### config.mk
export PLATFORM = sky130hd
export DESIGN_NAME = rtcp_compound_packet_walker_top
export DESIGN_NICKNAME = d
export VERILOG_FILES = /design/src/rtl/rcpw_pkg.sv /design/src/rtl/rtcp_compound_packet_walker_top.sv
export VERILOG_INCLUDE_DIRS = /design/src /design/src/rtl
export SDC_FILE = /design/constraint.sdc
export NUM_CORES = 1
export LEC_CHECK = 0
export ABC_AREA = 1
export BUFFER_PORTS_ARGS = -buffer_cell sky130_fd_sc_hd__buf_2
export CAP_MARGIN = 0
export CORE_MARGIN = 1.5
export CORE_UTILIZATION = 48
export CTS_BUF_LIST = sky130_fd_sc_hd__clkbuf_16
export CTS_CLUSTER_DIAMETER = 50
export CTS_CLUSTER_SIZE = 8
export DETAILED_ROUTE_END_ITERATION = 10
export SLEW_MARGIN = 20
export SYNTH_ARGS = -nofsm -noshare
export SYNTH_HDL_FRONTEND = slang
export SYNTH_SLANG_ARGS = --single-unit
### constraint.sdc
create_clock -name clk -period 18.6 [get_ports clk]
set_input_delay 3.72 -clock clk [delete_from_list [all_inputs] [get_ports clk]]
set_output_delay 3.72 -clock clk [all_outputs]
set_load 0.1 [all_outputs]
### src/rtl/rtcp_compound_packet_walker_top_defines.svh
// Assertion macros shared by the RTL of the compound packet walker.
`ifndef RTCP_COMPOUND_PACKET_WALKER_TOP_DEFINES_SVH
`define RTCP_COMPOUND_PACKET_WALKER_TOP_DEFINES_SVH

`ifndef SYNTHESIS
// Same-cycle implication, sampled on clk, off during reset.
`define RCPW_ASSERT_NOW(lbl, ante, cons, msg) \
	lbl: assert property (@(posedge clk) disable iff (!arst_n) (ante) |-> (cons)) \
		else $error(msg);
// Next-cycle implication, sampled on clk, off during reset.
`define RCPW_ASSERT_NEXT(lbl, ante, cons, msg) \
	lbl: assert property (@(posedge clk) disable iff (!arst_n) (ante) |=> (cons)) \
		else $error(msg);
`else
`define RCPW_ASSERT_NOW(lbl, ante, cons, msg)
`define RCPW_ASSERT_NEXT(lbl, ante, cons, msg)
`endif

`endif

### src/rtl/rcpw_pkg.sv
// Types and constants of the compound packet walker.
`default_nettype none

package rcpw_pkg;

	localparam int LEN_W   = 16;     // buffer length / byte offset width
	localparam int PLEN_W  = 19;     // packet length in bytes
	localparam int CNT_W   = 14;     // accepted packet count
	localparam int HDR_W   = 24;     // first three header bytes

	localparam logic [CNT_W-1:0] COUNT_MAX   = 14'd16383;
	localparam logic [1:0]       RTCP_VER    = 2'd2;
	localparam logic [LEN_W:0]   HDR_BYTES   = 17'd4;

	localparam logic KIND_DESC    = 1'b0;
	localparam logic KIND_SUMMARY = 1'b1;

	typedef struct packed {
		logic              result_kind;
		logic [7:0]        packet_type;
		logic [LEN_W-1:0]  packet_offset;
		logic [PLEN_W-1:0] packet_length;
		logic [CNT_W-1:0]  accepted_packets;
		logic              buffer_error;
		logic              last_result;
	} result_t;

endpackage

`default_nettype wire

### src/rtl/rtcp_compound_packet_walker_top.sv
// Top level of the compound RTCP packet walker.
// Use:
//   The input channel takes one byte of a compound RTCP buffer per beat
//   (data_byte), with first_byte marking the buffer's first byte and
//   buffer_length sampled on that beat. The walker gathers each 4-byte
//   common header, checks version 2 and that the packet fits the buffer,
//   and sends one descriptor beat (type, offset, length, running count) per
//   good packet. After the buffer's last byte a summary beat (last_result
//   set) carries the packet count and a short-buffer error flag. A bad
//   header stops the walk; the rest of the buffer is swallowed silently.
// Timing:
//   One byte per cycle sustained while the result queue has room. A byte
//   is registered, then processed by the walker state logic when the
//   input stage advances; its results go into the result queue that drives
//   the output. One byte can give two beats (a descriptor and the summary).
// Stall:
//   Results queue in a 4-entry buffer; the input stage holds while that
//   buffer has fewer than two free entries, so nothing is lost when the
//   receiver stalls.
// Reset: arst_n clears walker state, the input stage and the result queue.
`default_nettype none
`include "rtcp_compound_packet_walker_top_defines.svh"

module rtcp_compound_packet_walker_top (
	input  wire logic                       clk,
	input  wire logic                       arst_n,
	input  wire logic                       in_valid,
	output logic                            in_ready,
	input  wire logic [7:0]                 data_byte,
	input  wire logic                       first_byte,
	input  wire logic [rcpw_pkg::LEN_W-1:0] buffer_length,
	output logic                            out_valid,
	input  wire logic                       out_ready,
	output logic                            result_kind,
	output logic [7:0]                      packet_type,
	output logic [rcpw_pkg::LEN_W-1:0]      packet_offset,
	output logic [rcpw_pkg::PLEN_W-1:0]     packet_length,
	output logic [rcpw_pkg::CNT_W-1:0]      accepted_packets,
	output logic                            buffer_error,
	output logic                            last_result
);
	import rcpw_pkg::*;

	// ---------------- input stage ----------------
	logic             valid_s1;
	logic [7:0]       byte_s1;
	logic             first_s1;
	logic [LEN_W-1:0] blen_s1;
	logic             adv;       // stage 1 beat processed this cycle

	// ---------------- walker state ----------------
	logic [LEN_W-1:0]  total_q, pos_q, start_q;
	logic [1:0]        phase_q;
	logic [HDR_W-1:0]  hdr_q;
	logic [PLEN_W-1:0] skip_q;
	logic [CNT_W-1:0]  cnt_q;
	logic              stop_q;

	logic [LEN_W-1:0]  total_n, pos_n, start_n;
	logic [1:0]        phase_n;
	logic [HDR_W-1:0]  hdr_n;
	logic [PLEN_W-1:0] skip_n;
	logic [CNT_W-1:0]  cnt_n;
	logic              stop_n;

	logic [LEN_W-1:0]  pos_e;
	logic [15:0]       words;
	logic [PLEN_W-1:0] plen;
	logic              desc_hit, sum_hit;
	result_t           desc_r, sum_r, res0, res1;
	logic [1:0]        push_n;

	// ---------------- result queue ----------------
	result_t    fifo_q [4];
	logic [1:0] wr_q, rd_q;
	logic [2:0] fcnt_q;
	logic       pop;

	// Stage 1 advances when the queue can take two more beats.
	assign adv      = valid_s1 && (fcnt_q <= 3'd2);
	assign in_ready = !valid_s1 || adv;

	always_ff @(posedge clk or negedge arst_n) begin
		if (!arst_n) begin
			valid_s1 <= 1'b0;
		end else if (in_ready) begin
			valid_s1 <= in_valid;
		end
	end

	always_ff @(posedge clk) begin
		if (in_ready && in_valid) begin
			byte_s1  <= data_byte;
			first_s1 <= first_byte;
			blen_s1  <= buffer_length;
		end
	end

	// Walker step. A first byte restarts from cleared state with the new length.
	always_comb begin
		total_n = first_s1 ? blen_s1 : total_q;
		pos_e   = first_s1 ? '0 : pos_q;
		start_n = first_s1 ? '0 : start_q;
		phase_n = first_s1 ? '0 : phase_q;
		hdr_n   = first_s1 ? '0 : hdr_q;
		skip_n  = first_s1 ? '0 : skip_q;
		cnt_n   = first_s1 ? '0 : cnt_q;
		stop_n  = first_s1 ? 1'b0 : stop_q;
		pos_n   = pos_e;
		desc_hit = 1'b0;
		sum_hit  = 1'b0;
		words   = {hdr_n[7:0], byte_s1};
		plen    = {1'b0, words, 2'b00} + PLEN_W'(4);

		if (pos_e < total_n) begin
			if (!stop_n) begin
				if (skip_n != '0) begin
					skip_n = skip_n - PLEN_W'(1);
				end else if (phase_n == 2'd0) begin
					if ({1'b0, pos_e} + HDR_BYTES > {1'b0, total_n}) begin
						stop_n = 1'b1;
					end else begin
						start_n = pos_e;
						hdr_n   = {16'd0, byte_s1};
						phase_n = 2'd1;
					end
				end else if (phase_n != 2'd3) begin
					hdr_n   = {hdr_n[15:0], byte_s1};
					phase_n = phase_n + 2'd1;
				end else begin
					phase_n = 2'd0;
					if (hdr_n[23:22] != RTCP_VER ||
					    {4'd0, start_n} + {1'b0, plen} > {4'd0, total_n}) begin
						stop_n = 1'b1;
					end else begin
						if (cnt_n != COUNT_MAX) cnt_n = cnt_n + CNT_W'(1);
						desc_hit = 1'b1;
						skip_n   = plen - PLEN_W'(4);
					end
				end
			end
			pos_n = pos_e + LEN_W'(1);
			sum_hit = (pos_n == total_n);
		end
	end

	always_comb begin
		desc_r = '{result_kind: KIND_DESC, packet_type: hdr_q[15:8] & {8{!first_s1}},
			packet_offset: start_n, packet_length: plen, accepted_packets: cnt_n,
			buffer_error: 1'b0, last_result: 1'b0};
		sum_r  = '{result_kind: KIND_SUMMARY, packet_type: 8'd0, packet_offset: '0,
			packet_length: '0, accepted_packets: cnt_n,
			buffer_error: ({1'b0, total_n} < HDR_BYTES), last_result: 1'b1};
		res0   = desc_hit ? desc_r : sum_r;
		res1   = sum_r;
		push_n = {1'b0, desc_hit} + {1'b0, sum_hit};
	end

	always_ff @(posedge clk or negedge arst_n) begin
		if (!arst_n) begin
			total_q <= '0;
			pos_q   <= '0;
			start_q <= '0;
			phase_q <= '0;
			hdr_q   <= '0;
			skip_q  <= '0;
			cnt_q   <= '0;
			stop_q  <= 1'b0;
		end else if (adv) begin
			total_q <= total_n;
			pos_q   <= pos_n;
			start_q <= start_n;
			phase_q <= phase_n;
			hdr_q   <= hdr_n;
			skip_q  <= skip_n;
			cnt_q   <= cnt_n;
			stop_q  <= stop_n;
		end
	end

	// Result queue: up to two writes, one read per cycle.
	assign pop = out_valid && out_ready;

	always_ff @(posedge clk) begin
		if (adv && push_n != 2'd0) fifo_q[wr_q] <= res0;
		if (adv && push_n == 2'd2) fifo_q[wr_q + 2'd1] <= res1;
	end

	always_ff @(posedge clk or negedge arst_n) begin
		if (!arst_n) begin
			wr_q   <= '0;
			rd_q   <= '0;
			fcnt_q <= '0;
		end else begin
			if (adv) wr_q <= wr_q + push_n;
			if (pop) rd_q <= rd_q + 2'd1;
			fcnt_q <= fcnt_q + (adv ? {1'b0, push_n} : 3'd0) - {2'd0, pop};
		end
	end

	assign out_valid        = (fcnt_q != 3'd0);
	assign result_kind      = fifo_q[rd_q].result_kind;
	assign packet_type      = fifo_q[rd_q].packet_type;
	assign packet_offset    = fifo_q[rd_q].packet_offset;
	assign packet_length    = fifo_q[rd_q].packet_length;
	assign accepted_packets = fifo_q[rd_q].accepted_packets;
	assign buffer_error     = fifo_q[rd_q].buffer_error;
	assign last_result      = fifo_q[rd_q].last_result;

	// ---------------- checks ----------------
	`RCPW_ASSERT_NOW(a_fifo_bound, 1'b1, fcnt_q <= 3'd4, "result queue overflow")
	`RCPW_ASSERT_NOW(a_no_adv_full, fcnt_q > 3'd2, !adv, "stage advanced with queue near full")
	`RCPW_ASSERT_NOW(a_desc_fields, out_valid && result_kind == KIND_DESC,
		!last_result && !buffer_error, "descriptor carries summary flags")
	`RCPW_ASSERT_NEXT(a_stop_holds, stop_q && !(adv && first_s1), stop_q,
		"walk restarted without a first byte")
	`RCPW_ASSERT_NEXT(a_fill_track, adv && !pop,
		fcnt_q == $past(fcnt_q) + {1'b0, $past(push_n)}, "queue fill miscounted")

endmodule

`default_nettype wire
==> parameters.txt <==
Parameter                              Value

Clock network
  CTS max path bufs    3
  Clock insertion delay at the later pin of the skew report    0.62 ns
  Post-cts resize count    0
  Number of buffers created by CTS    56
  Cell at the root of the clock tree    clkbuf_16
  CTS tree    done
  Count of hold-fix buffers inserted at cts    0
  Number of buffers added for setup after CTS    0
  Depth of the CTS H-tree    2
  Clock sinks    363
  Clk pin slew, worst setup/hold paths    approximately 0.05 ns

Floorplanning
  Initial cell density of the core    roughly half
  Height of the chip    210 microns
  Core box area    ~0.042 sq mm
  Top-level I/O count    91
  Number of placement rows    75
  Total die area    0.0441 sq mm
  Die width    about 210 microns

Placed design
  Number of buffers inserted by port buffering    a little under 90
  Detailed-placement wirelength estimate    43300 microns
  Global placer's final weighted congestion    about 0.95

Worst hold path
  Min-Delay Path Class    flip-flop to flip-flop

Critical path
  Start-to-end type of the worst setup path    flip-flop to flip-flop
  Endpoint type of the worst setup path    flip-flop
  Crit-path max cell delay    0.76 ns
  Slowest cell on the critical path    nor3_1
  Element type at the critical path start    flip-flop
  Crit path required time    19.13 ns
  Crit-path max FO    53
  CP Data Arrival Time    8.66 ns
  Most numerous cell on the critical path    nand2_1

Pwr
  P per Cell Area    167 mW/mm^2
  VDD IR max    0.152 mV
  Power consumption    3.83 mW
  Static leakage    10.1 nW

Timing
  Final max-slew violation count    0
  Worst slew slack as a fraction of its limit    around 25%
  Post-layout minimum cycle time    8.12 ns
  Setup repair after global routing missed its margin    false
  Final Cycle Share    43.7%
  Final setup vio count    0
  Achievable Freq    roughly 0.12 GHz
  TNS Setup    0 ns
  Hold Vio Cnt, Final    0
  Clock skew after layout    0.0301 ns
  Worst slew pin tran    approximately 1.1 ns

Logic synthesis
  Async set-or-reset flop fraction in the synthesized netlist    a little under a third
  Number of unique standard cell types used by synthesis    55
  Synth Area in Simple Gates    between 20% and 30%
  Post-synthesis register bit count    363
  Synth Area in Compound Gates    15.9%
  Area of the mapped netlist    0.0205 sq mm
  Warnings, synthesis    0
  Mapped Cells    2800
  Portion of netlist area occupied by mux cells    less than 1%
  Dominant combinational cell family by area after synthesis    simple AND/OR/NAND/NOR gates
  EDFF count, synth    85
  Mean instance size in the synthesized netlist    7.34 sq um
  Synth Area in Adders    4.76%
  Share of synthesized area occupied by flip-flops and latches    42.2%
  Post-Synth XOR/XNOR Area    2.60%
  Post-synth top flop    dfxtp_1

Outcome
  Status    completed

GRT
  Largest net degree at the start of global routing    98
  Final global-route overflow total    0
  Number of antenna violations at the first check in global routing    0
  Via count of the first global-routing pass    18191
  Total routing resource utilization after global routing    a little under 30%
  First-pass GRT wire length    between 100000 and 150000 microns

Final layout
  Fraction of final layout cells sized beyond drive strength 1    9.79%
  Final #Nets    between 2000 and 3000
  Signed area change from the synthesized netlist to the final layout    12.0%
  Ant. Diodes    0

Drt
  Drt pass-1 iters    6
  Via count    between 15000 and 20000
  Initial detailed-routing violation count    1826
  Mean number of vias per cell    5.62
  Remaining DRCs    0
  Routed wire length    64100 microns
  Routed wire length per instance    18.7 microns
  Count of antenna-violating nets left after detailed routing    0

Job
  Count of max-cap constraint violations    0
per-layer routing:
layer	part of all wire [%]	GRT usage, %	up-vias
li1	-	-	9347
met1	46	41.7	9131
met2	44	45.8	644
met3	6.6	5.07	106
met4	2.5	8.21	0
met5	0	0	-
per-stage QoR:
stage / instances / util, % / cell area [sq um] / hold slack (ns) / worst slack, ns
finish: 3420 / 54.6 / 23000 / 0.436 / 10.48
global route: 3420 / 54.6 / 23000 / 0.449 / 9.77
detailed placement: 3325 / 50.7 / 21400 / 0.426 / 10.57
floorplan: 2801 / - / 20600 / 0.415 / 11.66
CTS: 3420 / 54.6 / 23000 / 0.436 / 10.53
global placement: 3325 / 50.7 / 21400 / 0.423 / 10.85
report_power, final:
group	switching, mW	internal [mW]
clock network	0.371	0.547
registers	0.0666	0.905
logic	1.53	0.414
cell families (layout without fill, tap and decap cells):
group | Yosys count | in the layout
simple gates | 1289 | 1289
compound gates | 597 | 597
buf+inv | 407 | 487
flops | 363 | 363
fa+ha+maj | 77 | 77
xor+xnor | 61 | 61
mux | 5 | 5
other cells | 1 | 2
Yosys cell counts (2+ instances only):
cell type	n	area [sq um]
nand2_1	651	2440
inv_1	252	946
a21boi_0	12	90.1
o21ai_1	139	696
buf_4	9	67.6
fa_1	2	40.0
o211ai_1	15	113
dfrtp_1	110	2750
a21oi_1	97	485
nand3_2	2	20.0
nor2_2	11	68.8
o21bai_1	2	15.0
nor3_1	36	180
a211oi_1	3	22.5
edfxtp_1	85	2550
dfxtp_1	168	3360
buf_2	10	50.1
nand3_4	2	35.0
xor2_1	49	429
a221oi_1	4	35.0
a31oi_1	4	25.0
nand2_2	15	93.8
nand3_1	133	666
a22oi_1	12	90.1
o21ai_2	13	114
o22ai_1	62	388
or2_2	11	68.8
inv_2	14	52.6
mux2i_1	5	50.1
a21o_1	3	22.5
nand4_1	50	313
nor2_1	359	1350
buf_6	6	67.6
o31ai_1	3	22.5
nand2_4	2	22.5
ha_1	75	938
clkbuf_1	105	394
nor3_2	2	20.0
clkinv_1	2	7.51
buf_1	9	33.8
xnor2_1	12	105
nor4_1	4	25.0
o21ai_0	225	1130
nor2_4	4	45.0
layout by cell type (no fill, tap or decap), types with 16 or more instances in the layout:
master     count
a21oi_1       97
buf_2         87
buf_4         37
clkbuf_16     57
dfrtp_1      109
dfxtp_1      168
edfxtp_1      85
ha_1          75
inv_1        273
inv_2         16
nand2_1      650
nand2_2       16
nand3_1      133
nand4_1       50
nor2_1       353
nor3_1        35
o21ai_0      224
o21ai_1      140
o22ai_1       62
xor2_1        49
worst max-delay path: cells and delay by family (launching register included):
family	cells	cell delay (ns)
AO/OA/AOI/OAI	2	0.33
XOR/XNOR	1	0.18
adder cells (fa/ha/maj)	3	0.89
buffers and inverters	10	2.88
flip-flops	1	0.36
AND/OR/NAND/NOR	20	3.30
final timing paths:
kind,start,endpoint,slack (ns),cells past startpoint
max,first_s1,fifo_q[2][30],10.48,36
min,fifo_q[2][33],fifo_q[2][33],0.44,2
max reg2reg,first_s1,fifo_q[2][30],10.48,36
min reg2reg,fifo_q[2][33],fifo_q[2][33],0.44,2
max in group asynchronous,arst_n,start_q[1],14.11,2
min in group asynchronous,arst_n,cnt_q[1],3.18,1
flip-flops by register name, summed over array words and instances (netlist names):
signal / cells
pos_q: 16
cnt_q: 14
total_q: 16
skip_q: 19
wr_q: 2
hdr_q: 18
valid_s1: 1
blen_s1: 16
first_s1: 1
fcnt_q: 3
start_q: 16
rd_q: 2
stop_q: 1
byte_s1: 8
fifo_q: 228
phase_q: 2
area by class of cell:
type                       instances  area (sq um)
inverter                         268          1010
sequential                       363          8670
fill                            4096         19100
timing repair buffer             124           713
clock inverter                    38           205
clock buffer                      57          1430
multi-input combinational       2031         10300
tap                              539           674
No activity file was read; power rests on OpenSTA's default activity.
